<file path="src/hw/rtl/adq_pkg.sv">
// Shared types and constants for the array deque with search.
// No dependencies; imported by adq_core, array_deque_with_search and tb_top.
package adq_pkg;

    localparam int DEPTH   = 16;
    localparam int ELEM_W  = 32;
    localparam int ADDR_W  = $clog2(DEPTH);
    localparam int CNT_W   = $clog2(DEPTH + 1);
    localparam int POS_W   = 5;
    localparam int ACT_W   = 4;
    localparam int STAT_W  = 2;

    typedef logic signed [POS_W-1:0] t_pos;

    localparam t_pos NO_POS = -t_pos'(1);

    typedef enum logic [ACT_W-1:0] {
        ACT_ADD_HEAD  = 4'd0,
        ACT_ADD_TAIL  = 4'd1,
        ACT_REM_HEAD  = 4'd2,
        ACT_REM_TAIL  = 4'd3,
        ACT_REM_VAL   = 4'd4,
        ACT_HAS_VAL   = 4'd5,
        ACT_PEEK_HEAD = 4'd6,
        ACT_PEEK_TAIL = 4'd7,
        ACT_ENUM      = 4'd8
    } t_action;

    typedef enum logic [STAT_W-1:0] {
        ST_OK       = 2'd0,
        ST_NOROOM   = 2'd1,
        ST_NOTFOUND = 2'd2
    } t_status;

    typedef struct packed {
        t_status             status;
        logic [ELEM_W-1:0]   value;
        t_pos                pos;
        logic                last;
        logic                is_empty;
        logic                is_full;
        logic [CNT_W-1:0]    occupancy;
    } t_result;

endpackage

</file>
<file path="src/hw/rtl/array_deque_with_search.sv">
// Top level of the array deque with search: stream ports, output register.
// Depends on adq_pkg and adq_core.
//
// Usage:
//   s_axis carries one action per item: action and element word. Each action
//   produces one result on m_axis with tlast high, except enumerate, which
//   gives one result per entry (head first, tlast low) and then a terminator
//   (position -1, tlast high).
//   i_cfg_we/i_cfg_wdata write the capacity (1..16, larger saturates, zero is
//   ignored) and empty the list; write only while no item is in flight.
//   An item passes an accept state and a dispatch state, then walks the slot
//   RAM a slot at a time (shift, search or enumeration, up to 16 slots), then
//   hands off the result. Enumerate hands off one entry per walk cycle while
//   the receiver takes them. A result shows on m_axis in the cycle after the
//   core hands it to the output register. The next item is taken once the
//   previous item's last result sits in the output register.
//   Reset empties the list and sets capacity to 16; slot contents are not
//   cleared. A stalled receiver holds the output register and the core waits.
module array_deque_with_search
    import adq_pkg::*;
(
    input  logic        i_clk,
    input  logic        i_rst_n,
    input  logic        i_cfg_we,
    input  logic [4:0]  i_cfg_wdata,
    input  logic        s_axis_tvalid,
    output logic        s_axis_tready,
    input  logic [39:0] s_axis_tdata,  // action[3:0], element[35:4], zero pad
    output logic        m_axis_tvalid,
    input  logic        m_axis_tready,
    output logic [47:0] m_axis_tdata,  // status[1:0], value[33:2], position[38:34],
                                       // is_empty[39], is_full[40], occupancy[45:41]
    output logic        m_axis_tlast
);

    logic    res_valid, res_ready;
    t_result res;
    logic    r_out_valid;
    t_result r_out;

    adq_core u_core (
        .i_clk       (i_clk),
        .i_rst_n     (i_rst_n),
        .i_cfg_we    (i_cfg_we),
        .i_cfg_wdata (i_cfg_wdata),
        .i_valid     (s_axis_tvalid),
        .o_ready     (s_axis_tready),
        .i_action    (s_axis_tdata[ACT_W-1:0]),
        .i_element   (s_axis_tdata[ACT_W +: ELEM_W]),
        .o_res_valid (res_valid),
        .i_res_ready (res_ready),
        .o_res       (res)
    );

    assign res_ready = !r_out_valid || m_axis_tready;

    always_ff @(posedge i_clk) begin
        if (!i_rst_n) begin
            r_out_valid <= 1'b0;
        end else if (res_ready) begin
            r_out_valid <= res_valid;
        end
        if (res_ready && res_valid) begin
            r_out <= res;
        end
    end

    assign m_axis_tvalid = r_out_valid;
    assign m_axis_tlast  = r_out.last;
    assign m_axis_tdata  = {2'b00, r_out.occupancy, r_out.is_full, r_out.is_empty,
                            r_out.pos, r_out.value, r_out.status};

endmodule

</file>
<file path="src/hw/rtl/adq_ram.sv">
// Generic single-port-write, single-port-read synchronous RAM.
// Read data registered. No dependencies.
module adq_ram #(
    parameter int WIDTH = 32,
    parameter int DEPTH = 16
) (
    input  logic                                   i_clk,
    input  logic                                   i_we,
    input  logic [((DEPTH > 1) ? $clog2(DEPTH) : 1)-1:0] i_waddr,
    input  logic [WIDTH-1:0]                       i_wdata,
    input  logic                                   i_re,
    input  logic [((DEPTH > 1) ? $clog2(DEPTH) : 1)-1:0] i_raddr,
    output logic [WIDTH-1:0]                       o_rdata
);

    logic [WIDTH-1:0] r_mem [DEPTH];
    logic [WIDTH-1:0] r_rdata;

    always_ff @(posedge i_clk) begin
        if (i_we) begin
            r_mem[i_waddr] <= i_wdata;
        end
        if (i_re) begin
            r_rdata <= r_mem[i_raddr];
        end
    end

    assign o_rdata = r_rdata;

endmodule

</file>
<file path="src/hw/rtl/adq_core.sv">
// Sequencer for the deque: count/capacity registers and slot RAM walks.
// Depends on adq_pkg and adq_ram.
module adq_core
    import adq_pkg::*;
(
    input  logic              i_clk,
    input  logic              i_rst_n,
    input  logic              i_cfg_we,
    input  logic [CNT_W-1:0]  i_cfg_wdata,
    input  logic              i_valid,
    output logic              o_ready,
    input  logic [ACT_W-1:0]  i_action,
    input  logic [ELEM_W-1:0] i_element,
    output logic              o_res_valid,
    input  logic              i_res_ready,
    output t_result           o_res
);

    typedef enum logic [3:0] {
        S_IDLE, S_START, S_UP, S_HEAD, S_DOWN, S_SRCH, S_RDW, S_ENUM, S_EMIT
    } t_state;

    t_state             r_state, n_state;
    t_action            r_act, n_act;
    logic [ELEM_W-1:0]  r_elem, n_elem;
    logic [ADDR_W-1:0]  r_idx, n_idx;
    logic [CNT_W-1:0]   r_count, n_count;
    logic [CNT_W-1:0]   r_cap, n_cap;
    t_status            r_status, n_status;
    logic [ELEM_W-1:0]  r_value, n_value;
    t_pos               r_pos, n_pos;

    logic               ram_we, ram_re;
    logic [ADDR_W-1:0]  ram_waddr, ram_raddr;
    logic [ELEM_W-1:0]  ram_wdata, ram_rdata;

    logic [CNT_W-1:0]   cfg_sat;
    logic [CNT_W-1:0]   idx_p1;
    logic               full, empty;

    adq_ram #(
        .WIDTH (ELEM_W),
        .DEPTH (DEPTH)
    ) u_slots (
        .i_clk   (i_clk),
        .i_we    (ram_we),
        .i_waddr (ram_waddr),
        .i_wdata (ram_wdata),
        .i_re    (ram_re),
        .i_raddr (ram_raddr),
        .o_rdata (ram_rdata)
    );

    assign cfg_sat = (i_cfg_wdata > CNT_W'(DEPTH)) ? CNT_W'(DEPTH) : i_cfg_wdata;
    assign idx_p1  = {1'b0, r_idx} + CNT_W'(1);
    assign full    = (r_count >= r_cap);
    assign empty   = (r_count == '0);

    always_comb begin
        n_state   = r_state;
        n_act     = r_act;
        n_elem    = r_elem;
        n_idx     = r_idx;
        n_count   = r_count;
        n_cap     = r_cap;
        n_status  = r_status;
        n_value   = r_value;
        n_pos     = r_pos;
        ram_re    = 1'b0;
        ram_raddr = r_idx;
        ram_we    = 1'b0;
        ram_waddr = r_idx;
        ram_wdata = ram_rdata;

        case (r_state)
            S_IDLE: begin
                if (i_cfg_we && (i_cfg_wdata != '0)) begin
                    n_cap   = cfg_sat;
                    n_count = '0;
                end
                if (i_valid) begin
                    n_act   = t_action'(i_action);
                    n_elem  = i_element;
                    n_state = S_START;
                end
            end
            S_START: begin
                // default answer: not found
                n_status = ST_NOTFOUND;
                n_value  = '0;
                n_pos    = NO_POS;
                n_state  = S_EMIT;
                case (r_act)
                    ACT_ADD_HEAD, ACT_ADD_TAIL: begin
                        if (full) begin
                            n_status = ST_NOROOM;
                        end else if (r_act == ACT_ADD_TAIL) begin
                            ram_we    = 1'b1;
                            ram_waddr = ADDR_W'(r_count);
                            ram_wdata = r_elem;
                            n_count   = r_count + CNT_W'(1);
                            n_status  = ST_OK;
                            n_pos     = t_pos'(r_count);
                        end else if (empty) begin
                            n_state = S_HEAD;
                        end else begin
                            ram_re    = 1'b1;
                            ram_raddr = ADDR_W'(r_count - CNT_W'(1));
                            n_idx     = ADDR_W'(r_count - CNT_W'(1));
                            n_state   = S_UP;
                        end
                    end
                    ACT_REM_HEAD, ACT_PEEK_HEAD: begin
                        if (!empty) begin
                            ram_re    = 1'b1;
                            ram_raddr = '0;
                            n_idx     = '0;
                            n_state   = S_RDW;
                        end
                    end
                    ACT_REM_TAIL, ACT_PEEK_TAIL: begin
                        if (!empty) begin
                            ram_re    = 1'b1;
                            ram_raddr = ADDR_W'(r_count - CNT_W'(1));
                            n_idx     = ADDR_W'(r_count - CNT_W'(1));
                            n_state   = S_RDW;
                        end
                    end
                    ACT_REM_VAL, ACT_HAS_VAL: begin
                        if (!empty) begin
                            ram_re    = 1'b1;
                            ram_raddr = '0;
                            n_idx     = '0;
                            n_state   = S_SRCH;
                        end
                    end
                    ACT_ENUM: begin
                        if (empty) begin
                            n_status = ST_OK;
                        end else begin
                            ram_re    = 1'b1;
                            ram_raddr = '0;
                            n_idx     = '0;
                            n_state   = S_ENUM;
                        end
                    end
                    default: ;
                endcase
            end
            S_UP: begin
                // ram_rdata is slot[r_idx]; move it up one slot
                ram_we    = 1'b1;
                ram_waddr = r_idx + ADDR_W'(1);
                if (r_idx != '0) begin
                    ram_re    = 1'b1;
                    ram_raddr = r_idx - ADDR_W'(1);
                    n_idx     = r_idx - ADDR_W'(1);
                end else begin
                    n_state = S_HEAD;
                end
            end
            S_HEAD: begin
                ram_we    = 1'b1;
                ram_waddr = '0;
                ram_wdata = r_elem;
                n_count   = r_count + CNT_W'(1);
                n_status  = ST_OK;
                n_value   = '0;
                n_pos     = '0;
                n_state   = S_EMIT;
            end
            S_RDW: begin
                n_status = ST_OK;
                n_value  = ram_rdata;
                n_pos    = t_pos'({1'b0, r_idx});
                n_state  = S_EMIT;
                if (r_act == ACT_REM_TAIL) begin
                    n_count = r_count - CNT_W'(1);
                end else if (r_act == ACT_REM_HEAD) begin
                    n_count = r_count - CNT_W'(1);
                    if (idx_p1 < r_count) begin
                        ram_re    = 1'b1;
                        ram_raddr = r_idx + ADDR_W'(1);
                        n_state   = S_DOWN;
                    end
                end
            end
            S_DOWN: begin
                // ram_rdata is slot[r_idx+1]; r_count already decremented
                ram_we    = 1'b1;
                ram_waddr = r_idx;
                if (idx_p1 < r_count) begin
                    ram_re    = 1'b1;
                    ram_raddr = r_idx + ADDR_W'(2);
                    n_idx     = r_idx + ADDR_W'(1);
                end else begin
                    n_state = S_EMIT;
                end
            end
            S_SRCH: begin
                if (ram_rdata == r_elem) begin
                    n_status = ST_OK;
                    n_value  = r_elem;
                    n_pos    = t_pos'({1'b0, r_idx});
                    n_state  = S_EMIT;
                    if (r_act == ACT_REM_VAL) begin
                        n_count = r_count - CNT_W'(1);
                        if (idx_p1 < r_count) begin
                            ram_re    = 1'b1;
                            ram_raddr = r_idx + ADDR_W'(1);
                            n_state   = S_DOWN;
                        end
                    end
                end else if (idx_p1 < r_count) begin
                    ram_re    = 1'b1;
                    ram_raddr = r_idx + ADDR_W'(1);
                    n_idx     = r_idx + ADDR_W'(1);
                end else begin
                    n_status = ST_NOTFOUND;
                    n_value  = '0;
                    n_pos    = NO_POS;
                    n_state  = S_EMIT;
                end
            end
            S_ENUM: begin
                // read data holds until the result is taken
                if (i_res_ready) begin
                    if (idx_p1 < r_count) begin
                        ram_re    = 1'b1;
                        ram_raddr = r_idx + ADDR_W'(1);
                        n_idx     = r_idx + ADDR_W'(1);
                    end else begin
                        n_status = ST_OK;
                        n_value  = '0;
                        n_pos    = NO_POS;
                        n_state  = S_EMIT;
                    end
                end
            end
            S_EMIT: begin
                if (i_res_ready) begin
                    n_state = S_IDLE;
                end
            end
            default: n_state = S_IDLE;
        endcase
    end

    always_ff @(posedge i_clk) begin
        if (!i_rst_n) begin
            r_state <= S_IDLE;
            r_count <= '0;
            r_cap   <= CNT_W'(DEPTH);
        end else begin
            r_state <= n_state;
            r_count <= n_count;
            r_cap   <= n_cap;
        end
        r_act    <= n_act;
        r_elem   <= n_elem;
        r_idx    <= n_idx;
        r_status <= n_status;
        r_value  <= n_value;
        r_pos    <= n_pos;
    end

    assign o_ready     = (r_state == S_IDLE);
    assign o_res_valid = (r_state == S_EMIT) || (r_state == S_ENUM);

    always_comb begin
        o_res.status    = (r_state == S_ENUM) ? ST_OK : r_status;
        o_res.value     = (r_state == S_ENUM) ? ram_rdata : r_value;
        o_res.pos       = (r_state == S_ENUM) ? t_pos'({1'b0, r_idx}) : r_pos;
        o_res.last      = (r_state == S_EMIT);
        o_res.is_empty  = empty;
        o_res.is_full   = (r_count == r_cap);
        o_res.occupancy = r_count;
    end

`ifndef SYNTHESIS
    a_count_le_cap: assert property (@(posedge i_clk) disable iff (!i_rst_n)
        r_count <= r_cap)
        else $error("count above capacity");

    a_cap_range: assert property (@(posedge i_clk) disable iff (!i_rst_n)
        (r_cap != '0) && (r_cap <= CNT_W'(DEPTH)))
        else $error("capacity out of range");

    a_no_write_idle: assert property (@(posedge i_clk) disable iff (!i_rst_n)
        ((r_state == S_IDLE) || (r_state == S_EMIT) || (r_state == S_ENUM)) |-> !ram_we)
        else $error("slot write outside an update walk");

    a_mid_result_ok: assert property (@(posedge i_clk) disable iff (!i_rst_n)
        (o_res_valid && !o_res.last) |-> ((o_res.status == ST_OK) && (o_res.pos != NO_POS)))
        else $error("enumerated item without a slot");

    a_stall_holds: assert property (@(posedge i_clk) disable iff (!i_rst_n)
        (o_res_valid && !i_res_ready) |=> (o_res_valid && $stable(o_res.value)))
        else $error("stalled result changed");
`endif

endmodule

</file>
<file path="config.mk">
export PLATFORM = sky130hd
export DESIGN_NAME = array_deque_with_search
export DESIGN_NICKNAME = d
export VERILOG_FILES = /design/src/hw/rtl/adq_pkg.sv /design/src/hw/rtl/array_deque_with_search.sv /design/src/hw/rtl/adq_ram.sv /design/src/hw/rtl/adq_core.sv
export SDC_FILE = /design/constraint.sdc
export NUM_CORES = 1
export LEC_CHECK = 0
export ABC_AREA = 0
export BUFFER_PORTS_ARGS = -buffer_cell sky130_fd_sc_hd__buf_2
export CORE_MARGIN = 1.5
export CORE_UTILIZATION = 35
export CTS_BUF_LIST = sky130_fd_sc_hd__clkbuf_4
export DETAILED_ROUTE_END_ITERATION = 8
export SYNTH_ARGS = -nofsm -noshare
export SYNTH_HDL_FRONTEND = slang
export SYNTH_SLANG_ARGS = --single-unit
</file>
<file path="constraint.sdc">
create_clock -name i_clk -period 16.6 [get_ports i_clk]
set_input_delay 2.49 -clock i_clk [delete_from_list [all_inputs] [get_ports i_clk]]
set_output_delay 2.49 -clock i_clk [all_outputs]
set_load 0.03 [all_outputs]
</file>
==> results of run 1 <==
-- critical path, cell delays in order, from the launching register on --
cell and delay, ns:
edfxtp_1 0.64, inv_1 0.34, ha_1 0.54, ha_1 0.26, a21oi_1 0.22, o21a_1 0.21, o21ai_2 0.09, o21ai_0 0.56
and3_1 0.29, nand4_1 0.25, nand2_8 0.58, buf_4 0.85, mux2_4 0.35, o2bb2ai_1 0.13, or4_1 0.43
-- cell families (layout without fill, tap and decap cells) --
group / count (synthesis) / in the layout
buf+inv: 160 / 501
simple gates: 317 / 317
fa+ha+maj: 17 / 17
mux: 321 / 321
xor+xnor: 41 / 41
other cells: 1 / 6
compound gates: 328 / 328
flops: 685 / 685
-- cell type report --
class | instances | share of cell area [%]
multi-input combinational | 1026 | 25.32
clock buffer | 255 | 5.707
inverter | 51 | 0.5856
antenna | 4 | 0.02984
sequential | 685 | 60.88
timing repair buffer | 139 | 2.447
tap | 1080 | 4.029
clock inverter | 56 | 1.003
-- power by group through the flow --
stage	registers (mW)	clock network (mW)	logic, mW
2_1_floorplan	2.39	0	1.94
3_3_place_gp	2.41	0	2.70
3_5_place_dp	2.41	0	2.74
4_1_cts	2.38	1.48	2.75
5_1_grt	2.39	1.57	2.93
6_report	2.38	1.44	2.75
-- placed cells by master (no fill, tap or decap), types with 11 or more instances in the layout --
cell | netlist | layout
a211oi_1 | 11 | 11
a21oi_1 | 33 | 33
a222oi_1 | 32 | 32
buf_2 | 50 | 94
buf_4 | 12 | 44
clkbuf_4 | 0 | 255
clkinv_1 | 1 | 37
dfxtp_1 | 15 | 15
edfxtp_1 | 670 | 670
ha_1 | 17 | 17
inv_1 | 49 | 49
mux2_1 | 21 | 21
mux2_2 | 80 | 80
mux2_4 | 29 | 29
mux2i_1 | 191 | 191
nand2_1 | 51 | 51
nand2b_1 | 16 | 16
nand3_1 | 41 | 39
nor2_1 | 73 | 58
nor2_4 | 0 | 16
nor2b_1 | 15 | 14
nor3_1 | 15 | 13
nor4_1 | 11 | 11
o21ai_0 | 33 | 33
o22ai_1 | 70 | 70
o2bb2ai_1 | 32 | 32
o31ai_1 | 33 | 33
or4_1 | 34 | 34
xor2_1 | 34 | 34
-- through the flow --
stage               instances  utilization [%]
global placement         2981            37.50
detailed placement       2981            37.50
finish                   3296            40.21
global route             3293            40.20
CTS                      3292            40.20
floorplan                1871                -
-- synth_stat cells, drive strengths merged (38+ instances only) --
| cell | count | area share [%] |
|---|---|---|
| edfxtp | 670 | 68 |
| mux2i | 191 | 6.5 |
| mux2 | 130 | 5.3 |
| nor2 | 74 | 0.95 |
| buf | 71 | 1.4 |
| o22ai | 71 | 1.5 |
| nand2 | 54 | 0.73 |
| inv | 49 | 0.62 |
| nand3 | 42 | 0.73 |
| clkbuf | 38 | 0.48 |
| o21ai | 38 | 0.68 |
-- flip-flops by register name (all words and copies together) (netlist names), 5 cells and up --
| signal | flops |
|---|---|
| u_core.r_cap | 5 |
| u_core.r_elem | 32 |
| u_core.u_slots.o_rdata | 32 |
| u_core.r_value | 32 |
| u_core.u_slots.r_mem | 512 |
| u_core.r_count | 5 |
| m_axis_tdata | 46 |
| u_core.r_pos | 5 |
-- path summary, 6_finish.rpt --
| kind | depth (start not counted) | startpoint | slack, ns | endpoint |
|---|---|---|---|---|
| max | 14 | u_core.r_idx[1] | 10.50 | u_core.u_slots.o_rdata[11] |
| min | 2 | u_core.r_cap[4] | 0.47 | u_core.r_cap[4] |
| max reg2reg | 14 | u_core.r_idx[1] | 10.50 | u_core.u_slots.o_rdata[11] |
| min reg2reg | 2 | u_core.r_cap[4] | 0.47 | u_core.r_cap[4] |
-- layer usage --
metal | vias to the layer above | routed length, µm | track usage (%)
met5 | - | 0 | 0
met3 | 134 | 6780 | 4.191
met1 | 9258 | 35530 | 26.05
met4 | 0 | 1813 | 6.849
li1 | 7984 | - | -
met2 | 807 | 39640 | 31.07
==> results by group, run 1 <==
Status
  • Status: complete, no violations

Clock tree
  • Setup Fix Bufs, Post-CTS: 0
  • Clock buffer depth: 3
  • Num CTS Buffers: approximately 180
  • Post-cts resize count: 0
  • Hold buffer count at cts: 0
  • Clk_lat worst skew: 1.04 ns
  • Root buf cell: clkbuf_4
  • CTS clock-pin slew for the worst setup and hold paths: ~0.06 ns
  • H-tree levels: 4
  • CTS tree: done
  • Clock sinks: 685

STA
  • Layout Skew: 0.08736 ns
  • Fmax: 0.1640 GHz
  • Final setup vio count: 0
  • Fin crit share: 36.73%
  • Setup TNS: 0 ns
  • Hold_ws: 0.4695 ns
  • Final setup margin: 10.50 ns
  • Slew @ Worst Pin: 1.117 ns
  • Tmin final: 6.097 ns
  • RSZ-0062 raised after global routing: false
  • Final Max Slew Viols: 0
  • Slew margin rel.: 25.22%
  • Final Hold Viols: 0

Floorplan
  • Die area: 85,920 µm²
  • Die Wd: roughly 290 µm
  • Starting Density: 35.32%
  • Floorplan core area: 83,420 µm²
  • Die Y: about 290 µm
  • Top Ports: around 100
  • Num rows: 106

Pwr
  • Share of power burned in registers: 36.2%
  • Peak VDD IR: between 0.0002 and 0.00025 V
  • Leakage: between 10 and 15 nW
  • Switching Fraction: 39.29%
  • Total Power: 6.572 mW
  • Int Pwr: 3.990 mW
  • Power Density: 195.9 nW/µm²
  • Sw Pwr: 2.582 mW
  • Clk pwr share: 21.9%
  • Logic pwr share: 41.9%

Yosys
  • Synth cell types: 96
  • Syn_area_per_cell: 15.75 µm²
  • Yosys Warn Count: 0
  • Flops & latches, synth: 685
  • Post-synth EDFFs: 670
  • FFs w/ async S/R, synth: 0%
  • Mapped Area: 29,460 µm²
  • Largest family of logic cells by synthesized area: multiplexers
  • Simple logic cell fraction of the synthesized area: 5.933%
  • Post-synthesis adder-cell area fraction: less than 1%
  • Cells after Synth: 1,870
  • Post-synthesis mux area share: 11.83%
  • Sequential area share after synthesis: 69.31%
  • Main synth FF type: edfxtp_1
  • Post-synthesis compound-gate area fraction: 8.413%
  • Synth Area in XOR/XNOR: 1.219%

Finish
  • Fillers: roughly 7,600
  • Nets@finish: 2,145
  • Register area: about 20,000 µm²
  • Area grow syn2layout: 13.86%
  • Layout cell share with drive strength beyond 1: between 20% and 30%
  • Area occupied by multi-input gates: 8494 µm²
  • Post-route cell area: 33,540 µm²

Global routing
  • Remaining Overflow, GRT: 0
  • Vias in the first global route: 18,070
  • GRT Resource Usage Total: 19.41%
  • First-pass GRT wire length: around 120 mm
  • Antenna violations before repair: 4
  • Pin count of the biggest net entering global routing: 109

Route
  • Drt drc: 0
  • Antenna Nets Post-Route: 0
  • Vias per cell: ~5.5
  • Drt first pass iters: 5
  • Routed via count: ~18,000
  • Total Wirelength: 83.77 mm
  • Initial DRC count: 1,850
  • WL/cell: 25.41 µm

Setup path
  • Critical Path Source Type: register
  • Required @ worst endpoint: between 15 and 20 ns
  • Type of the worst setup path: register to register
  • Crit path arrival time: 6.83 ns
  • CP max FO: between 70 and 80
  • Setup crit end kind: register

Placed design
  • DP HPWL: 44.90 mm
  • Post-Place Setup Slack: ~9.7 ns
  • RD Place Congestion: approximately 0.86
  • Cell Area, Placed: 31,280 µm²
  • PortBufs: 94

Job
  • Max_cap viols: 0

Hold path
  • HP Class: register to register
Note: power is estimated with default switching activity, not from simulation.
==> run 2, diff against run 1 <==
==> constraint.sdc (replaced) <==
create_clock -name i_clk -period 5.1 [get_ports i_clk]
set_input_delay 0.765 -clock i_clk [delete_from_list [all_inputs] [get_ports i_clk]]
set_output_delay 0.765 -clock i_clk [all_outputs]
set_load 0.03 [all_outputs]
==> run 2 against run 1 <==
Hold slack lost 0.33 ns. Flip-flop and latch count unchanged. Utilization up 1.7 points. Sequential power grew to 3.2 times the previous value. Largest cell class unchanged. Cell count rose by 3.5%. Fmax is 25% higher. Power increased to 3.4 times the previous value.
==> results by group, run 2 (synthesis gave the netlist of run 1 again) <==
Global routing
  • First-pass GRT wire length: 122.1 mm
  • GRT Resource Usage Total: approximately a fifth
  • Remaining Overflow, GRT: 0
  • Vias in the first global route: approximately 19,000
  • Antenna violations before repair: 4
  • Pin count of the biggest net entering global routing: 43

Placed design
  • DP HPWL: 49.83 mm
  • RD Place Congestion: between 0.8 and 0.9
  • PortBufs: 94
  • Post-Place Setup Slack: 0.2877 ns

Route
  • Total Wirelength: 84.05 mm
  • Drt first pass iters: 6
  • Initial DRC count: 1,736
  • Antenna Nets Post-Route: 0
  • Routed via count: 18,360
  • Vias per cell: 5.380
  • WL/cell: 24.63 µm
  • Drt drc: 0

Setup path
  • Required @ worst endpoint: between 5 and 6 ns
  • Type of the worst setup path: register to register
  • CP max stage delay: 0.41 ns
  • CP delay by family, top: simple AND/OR/NAND/NOR gates
  • Crit path arrival time: 5.58 ns
  • Cell Chain, Critical Path: buf_4 -> clkinv_1 -> nor3_1 -> ha_1 -> a21oi_1 -> o21ai_2 -> o21ai_0 -> buf_4 -> and3_1 -> nand4_1 -> nand2_8 -> buf_12 -> mux2_4 -> o2bb2ai_1 -> or4_1
  • Critical Path Source Type: register
  • CP max-delay cell: o21ai_0
  • Setup crit end kind: register
  • Worst Path Buf+Inv: 4
  • CP max FO: 16
  • Most Frequent Cell on Critical Path: buf_4

STA
  • Fmax: 0.2051 GHz
  • Layout Skew: 0.06178 ns
  • Final setup margin: 0.2237 ns
  • Final Max Slew Viols: 0
  • Fin crit share: 95.61%
  • RSZ-0062 raised after global routing: false
  • Slew margin rel.: 33.71%
  • Final Hold Viols: 0
  • Final setup vio count: 0
  • Setup TNS: 0 ns
  • Slew @ Worst Pin: 0.9885 ns
  • Tmin final: 4.876 ns

Floorplan
  • Die Wd: 293.1 µm
  • Die Y: slightly below 300 µm
  • Starting Density: 35.32%
  • Die area: ~86,000 µm²
  • Num rows: 106
  • Floorplan core area: 83,420 µm²
  • Top Ports: around 100

Pwr
  • Leakage: 12.53 nW
  • Power Density: 646.1 nW/µm²
  • Peak VDD IR: 0.0004444 V

Hold path
  • HP Class: primary input to register

Clock tree
  • Post-cts resize count: 0
  • Setup Fix Bufs, Post-CTS: 0
  • Clock sinks: roughly 690
  • H-tree levels: 4
  • Clk_lat worst skew: 1.01 ns
  • Clock buffer depth: 3
  • CTS clock-pin slew for the worst setup and hold paths: 0.07 ns
  • CTS tree: done
  • Root buf cell: clkbuf_4
  • Num CTS Buffers: 175

Job
  • Max_cap viols: 0

Finish
  • Biggest register: u_core.u_slots.r_mem
  • Max reg flops: approximately 500
  • Nets@finish: 2,273
  • Most frequent cells in the layout: edfxtp_1, clkbuf_4, mux2i_1
  • Area grow syn2layout: 18.58%
  • Commonest non-fill, non-tap cell in the layout: edfxtp_1
  • Layout cell share with drive strength beyond 1: 28.69%

Status
  • Status: complete, no violations
run 2: cell types whose count changed in the layout (fill, tap and decap cells not counted), sizes merged:
cell / previous run / this run
buf: 139 / 229
clkbuf: 255 / 246
clkinv: 46 / 43
clkinvlp: 1 / 0
dlygate4sd3: 0 / 38
inv: 58 / 59
run 2: where the power goes:
| group | leakage (nW) | internal (mW) | switching [mW] |
|---|---|---|---|
| sequential | 6.19 | 7.35 | 0.354 |
| clock | 1.30 | 2.33 | 2.23 |
| combinational | 5.05 | 4.26 | 6.05 |
| total | 12.5 | 13.9 | 8.63 |
run 2: worst min-delay path, stage by stage:
cell and delay (ns):
buf_2 0.13, nor3b_1 0.06, a21oi_1 0.11, nor2_1 0.05
run 2: layout make-up:
class                   count  area, µm²
well taps                1080       1351
clock inverters            53      306.5
repair buffers            267       2302
flip-flops and latches    685      20420
inverters                  51      196.4
fillers                  7573      48490
clock buffers             246       1847
multi-input cells        1026       8501
diodes                      4      10.01
run 2: what timing repair did:
action	4_1_cts	5_1_grt
hold buffers	38	0
setup endpoints to repair	0	0
endpoints found under the hold margin	37	0
run 2: worst paths after layout:
check	start	cells past startpoint	slack (ns)	end
setup / recovery	u_core.r_idx[2]	15	0.22	u_core.u_slots.o_rdata[1]
hold / removal	i_cfg_wdata[4]	4	0.14	u_core.r_cap[2]
setup reg to reg	u_core.r_idx[2]	15	0.22	u_core.u_slots.o_rdata[1]
hold reg to reg	u_core.r_cap[2]	2	0.50	u_core.r_cap[2]
run 2: metrics by stage:
step / hold slack [ns] / utilization (%) / instances / power, mW / cell area (µm²)
final: 0.1435 / 41.88 / 3412 / 22.57 / 34930
after global routing: 0.08919 / 41.88 / 3412 / 23.70 / 34930
after CTS: 0.02686 / 41.86 / 3408 / 22.70 / 34920
after detailed placement: 0.4776 / 38.83 / 3071 / 18.03 / 32390
after global placement: 0.4715 / 38.83 / 3071 / 17.94 / 32390
after floorplan: 0.4314 / - / 1871 / 14.11 / 29470
run 2: metal layers:
layer  track usage (%)  vias to the layer above  wire length, µm
met3             3.707                      155             5551
met5                 0                        -                0
met2             32.35                      770            40370
met4             7.128                        0             2076
li1                  -                     8249                -
met1             25.66                     9184            36050
==> run 3, diff against run 2 <==
--- a/config.mk
+++ b/config.mk
@@ -13,4 +13,5 @@
 export DETAILED_ROUTE_END_ITERATION = 8
 export SYNTH_ARGS = -nofsm -noshare
 export SYNTH_HDL_FRONTEND = slang
+export SYNTH_HIERARCHICAL = 1
 export SYNTH_SLANG_ARGS = --single-unit
==> run 3 against run 2 <==
The run now ends with DRC left. Cell count fell by 7.3%. Synthesized area fell by 3.0%. Via count fell by 6.7%. Sequential power fell by 12%. Critical path depth rose by 2. Hold slack barely moved. Sequential share of layout area rose by 1.6 points. Fmax rose by 3.6%. First-iteration DRC count rose by 4.0%. Combinational power fell by 55%. Global-route usage fell by 0.80 points. Flip-flop and latch count did not move. Critical path type unchanged. Critical endpoint is now u_core/u_slots/o_rdata[22]. Largest power group is now registers. Highest routed layer unchanged.
==> results by group, run 3 <==
Status
  • Status: complete, but fails checks
  • Failing checks: DRC

STA
  • Slew @ Worst Pin: just over 1 ns
  • Fmax: 0.2125 GHz
  • Final Hold Viols: 0
  • Fin crit share: just over 90%
  • RSZ-0062 raised after global routing: false
  • Tmin final: 4.707 ns
  • Slew margin rel.: 32.22%
  • Hold_ws: 0.1438 ns
  • Layout Skew: 0.07932 ns
  • Final setup vio count: 0
  • Setup TNS: 0 ns
  • Final Max Slew Viols: 0

Yosys
  • Mapped Area: 28,570 µm²
  • Post-synth top area share: 70.43%
  • Sequential area share after synthesis: 71.48%
  • Main synth FF type: edfxtp_1
  • Post-synth EDFFs: 670
  • Flops & latches, synth: 685
  • Ranking of synthesized cells by area: edfxtp_1, mux4_2, nand2_1
  • Cells after Synth: about 1,700
  • Count leader, synth: edfxtp_1
  • Yosys Warn Count: 6
  • Synth cell types: 84
  • List of most frequent post-synthesis cells: edfxtp_1, nand2_1, mux4_2
  • Area leader, netlist: edfxtp_1
  • FFs w/ async S/R, synth: 0%
  • Syn_area_per_cell: between 15 and 20 µm²

Finish
  • Biggest register: u_core/u_slots/r_mem
  • Max reg flops: 512
  • Commonest non-fill, non-tap cell in the layout: edfxtp_1
  • Nets@finish: 2,039
  • Most frequent cells in the layout: edfxtp_1, clkbuf_4, nand2_1
  • Layout cell share with drive strength beyond 1: 31.97%
  • Fillers: 7,299
  • Register area: 20,420 µm²
  • Area occupied by multi-input gates: 7806 µm²
  • Area grow syn2layout: 18.95%

Route
  • Total Wirelength: 77.71 mm
  • Routed via count: 17,130
  • Antenna Nets Post-Route: 0
  • Drt first pass iters: 8
  • Vias per cell: 5.416
  • WL/cell: 24.57 µm
  • Initial DRC count: 1,805
  • Drt drc: 12

Setup path
  • Critical Path Source Type: register
  • Required @ worst endpoint: 5.80 ns
  • Type of the worst setup path: register to register
  • CP max FO: 16
  • Crit path arrival time: 5.41 ns
  • Setup crit end kind: register

Floorplan
  • Starting Density: 35.41%
  • Top Ports: 101
  • Die area: 83,340 µm²
  • Die Wd: between 200 and 300 µm
  • Floorplan core area: 80,680 µm²
  • Die Y: 288.7 µm
  • Num rows: roughly 100

Pwr
  • Switching Fraction: between 30 and 40%
  • Int Pwr: 11.12 mW
  • Logic pwr share: 28.5%
  • Clk pwr share: 29.1%
  • Total Power: 16.07 mW
  • Power Density: 472.9 nW/µm²
  • Peak VDD IR: 0.0002444 V
  • Leakage: about 11 nW
  • Share of power burned in registers: 42.3%
  • Sw Pwr: 4.952 mW

Global routing
  • First-pass GRT wire length: 112.8 mm
  • Pin count of the biggest net entering global routing: 48
  • GRT Resource Usage Total: 18.78%
  • Antenna violations before repair: 3
  • Remaining Overflow, GRT: 0
  • Vias in the first global route: 17,210

Clock tree
  • Clock sinks: 685
  • CTS tree: done
  • Root buf cell: clkbuf_4
  • Post-cts resize count: 0
  • CTS clock-pin slew for the worst setup and hold paths: ~0.07 ns
  • H-tree levels: 4
  • Clock buffer depth: 3
  • Clk_lat worst skew: about 1.0 ns
  • Num CTS Buffers: about 170

Hold path
  • HP Class: primary input to register

Placed design
  • DP HPWL: between 40 and 50 mm
  • PortBufs: 94
  • RD Place Congestion: 0.8721

Job
  • Max_cap viols: 0
==> run 3: cell count changes in the layout (fill, tap and decap cells not counted), moves of 48 or more <==
cell,before,now
o22ai_1,70,4
mux4_2,0,129
nand2_1,51,171
a22oi_1,4,71
mux2i_1,191,5
mux2_2,80,32
==> run 3: worst max-delay path: stages, from the launching register on <==
cell,delay (ns)
edfxtp_1,0.43
ha_1,0.22
nand2_1,0.12
xnor2_1,0.32
ha_1,0.26
nor3_1,0.09
a2111oi_4,0.67
or2_1,0.31
nor2_1,0.08
a211oi_1,0.38
buf_4,0.19
o211a_1,0.14
o211ai_1,0.13
buf_12,0.22
buf_4,0.20
mux4_2,0.28
a22oi_1,0.23
nand2_1,0.10
==> run 3: final timing paths <==
kind,startpoint,slack [ns],cells past startpoint,endpoint
min reg2reg,u_core/r_cap[1],0.47,2,u_core/r_cap[1]
max,u_core/r_idx[1],0.39,17,u_core/u_slots/o_rdata[22]
max reg2reg,u_core/r_idx[1],0.39,17,u_core/u_slots/o_rdata[22]
min,i_rst_n,0.14,2,u_core/r_count[2]
==> run 3: cells by family (layout without fill, tap and decap cells) <==
family          Yosys count  after routing  share of synthesized area, %
flops                   685            685                         71.48
simple gates            373            373                         6.290
compound gates          255            255                         6.649
mux                     167            167                         11.66
buf+inv                 121            561                         1.875
xor+xnor                 42             42                         1.288
fa+ha+maj                17             17                        0.7446
other cells               1              3                       0.01313
==> run 3: per-layer routing <==
layer  track usage, %  part of all wire [%]  vias to the layer above
li1                 -                     -                     7410
met1            25.67                    42                     8779
met2            30.04                    48                      835
met3            3.989                   8.0                      107
met4            5.977                   1.7                        0
met5                0                     0                        -
==> run 3: power by group through the flow <==
stage                     Combinational (mW)  Sequential (mW)  Clock [mW]
after floorplan                         2.85             6.89           0
after global placement                  4.53             6.91           0
after detailed placement                4.57             6.92           0
after CTS                               4.61             6.80        4.82
after global routing                    4.92             6.82        5.10
final                                   4.59             6.80        4.68
==> run 3: stage by stage <==
stage | worst slack (ns) | cells | cell area (µm²) | utilization [%]
4_1_cts | 0.3618 | 3162 | 33980 | 42.11
3_3_place_gp | 0.4983 | 2815 | 31320 | 38.83
5_1_grt | 0.1193 | 3163 | 33980 | 42.12
6_report | 0.3930 | 3163 | 33980 | 42.12
3_5_place_dp | 0.4813 | 2815 | 31320 | 38.83
2_1_floorplan | 0.1642 | 1662 | 28570 | -
==> run 3: cell type report <==
class / instances / area share [%]
flip-flops and latches: 685 / 60.10
inverters: 20 / 0.2209
clock buffers: 241 / 5.325
diodes: 1 / 0.007365
multi-input cells: 856 / 22.97
well taps: 1060 / 3.903
clock inverters: 64 / 1.245
repair buffers: 236 / 6.230
==> run 3: what timing repair did <==
item / 4_1_cts / 5_1_grt
buffers inserted: 0 / 0
hold buffers: 42 / 0
hold endpoints to repair: 40 / 0
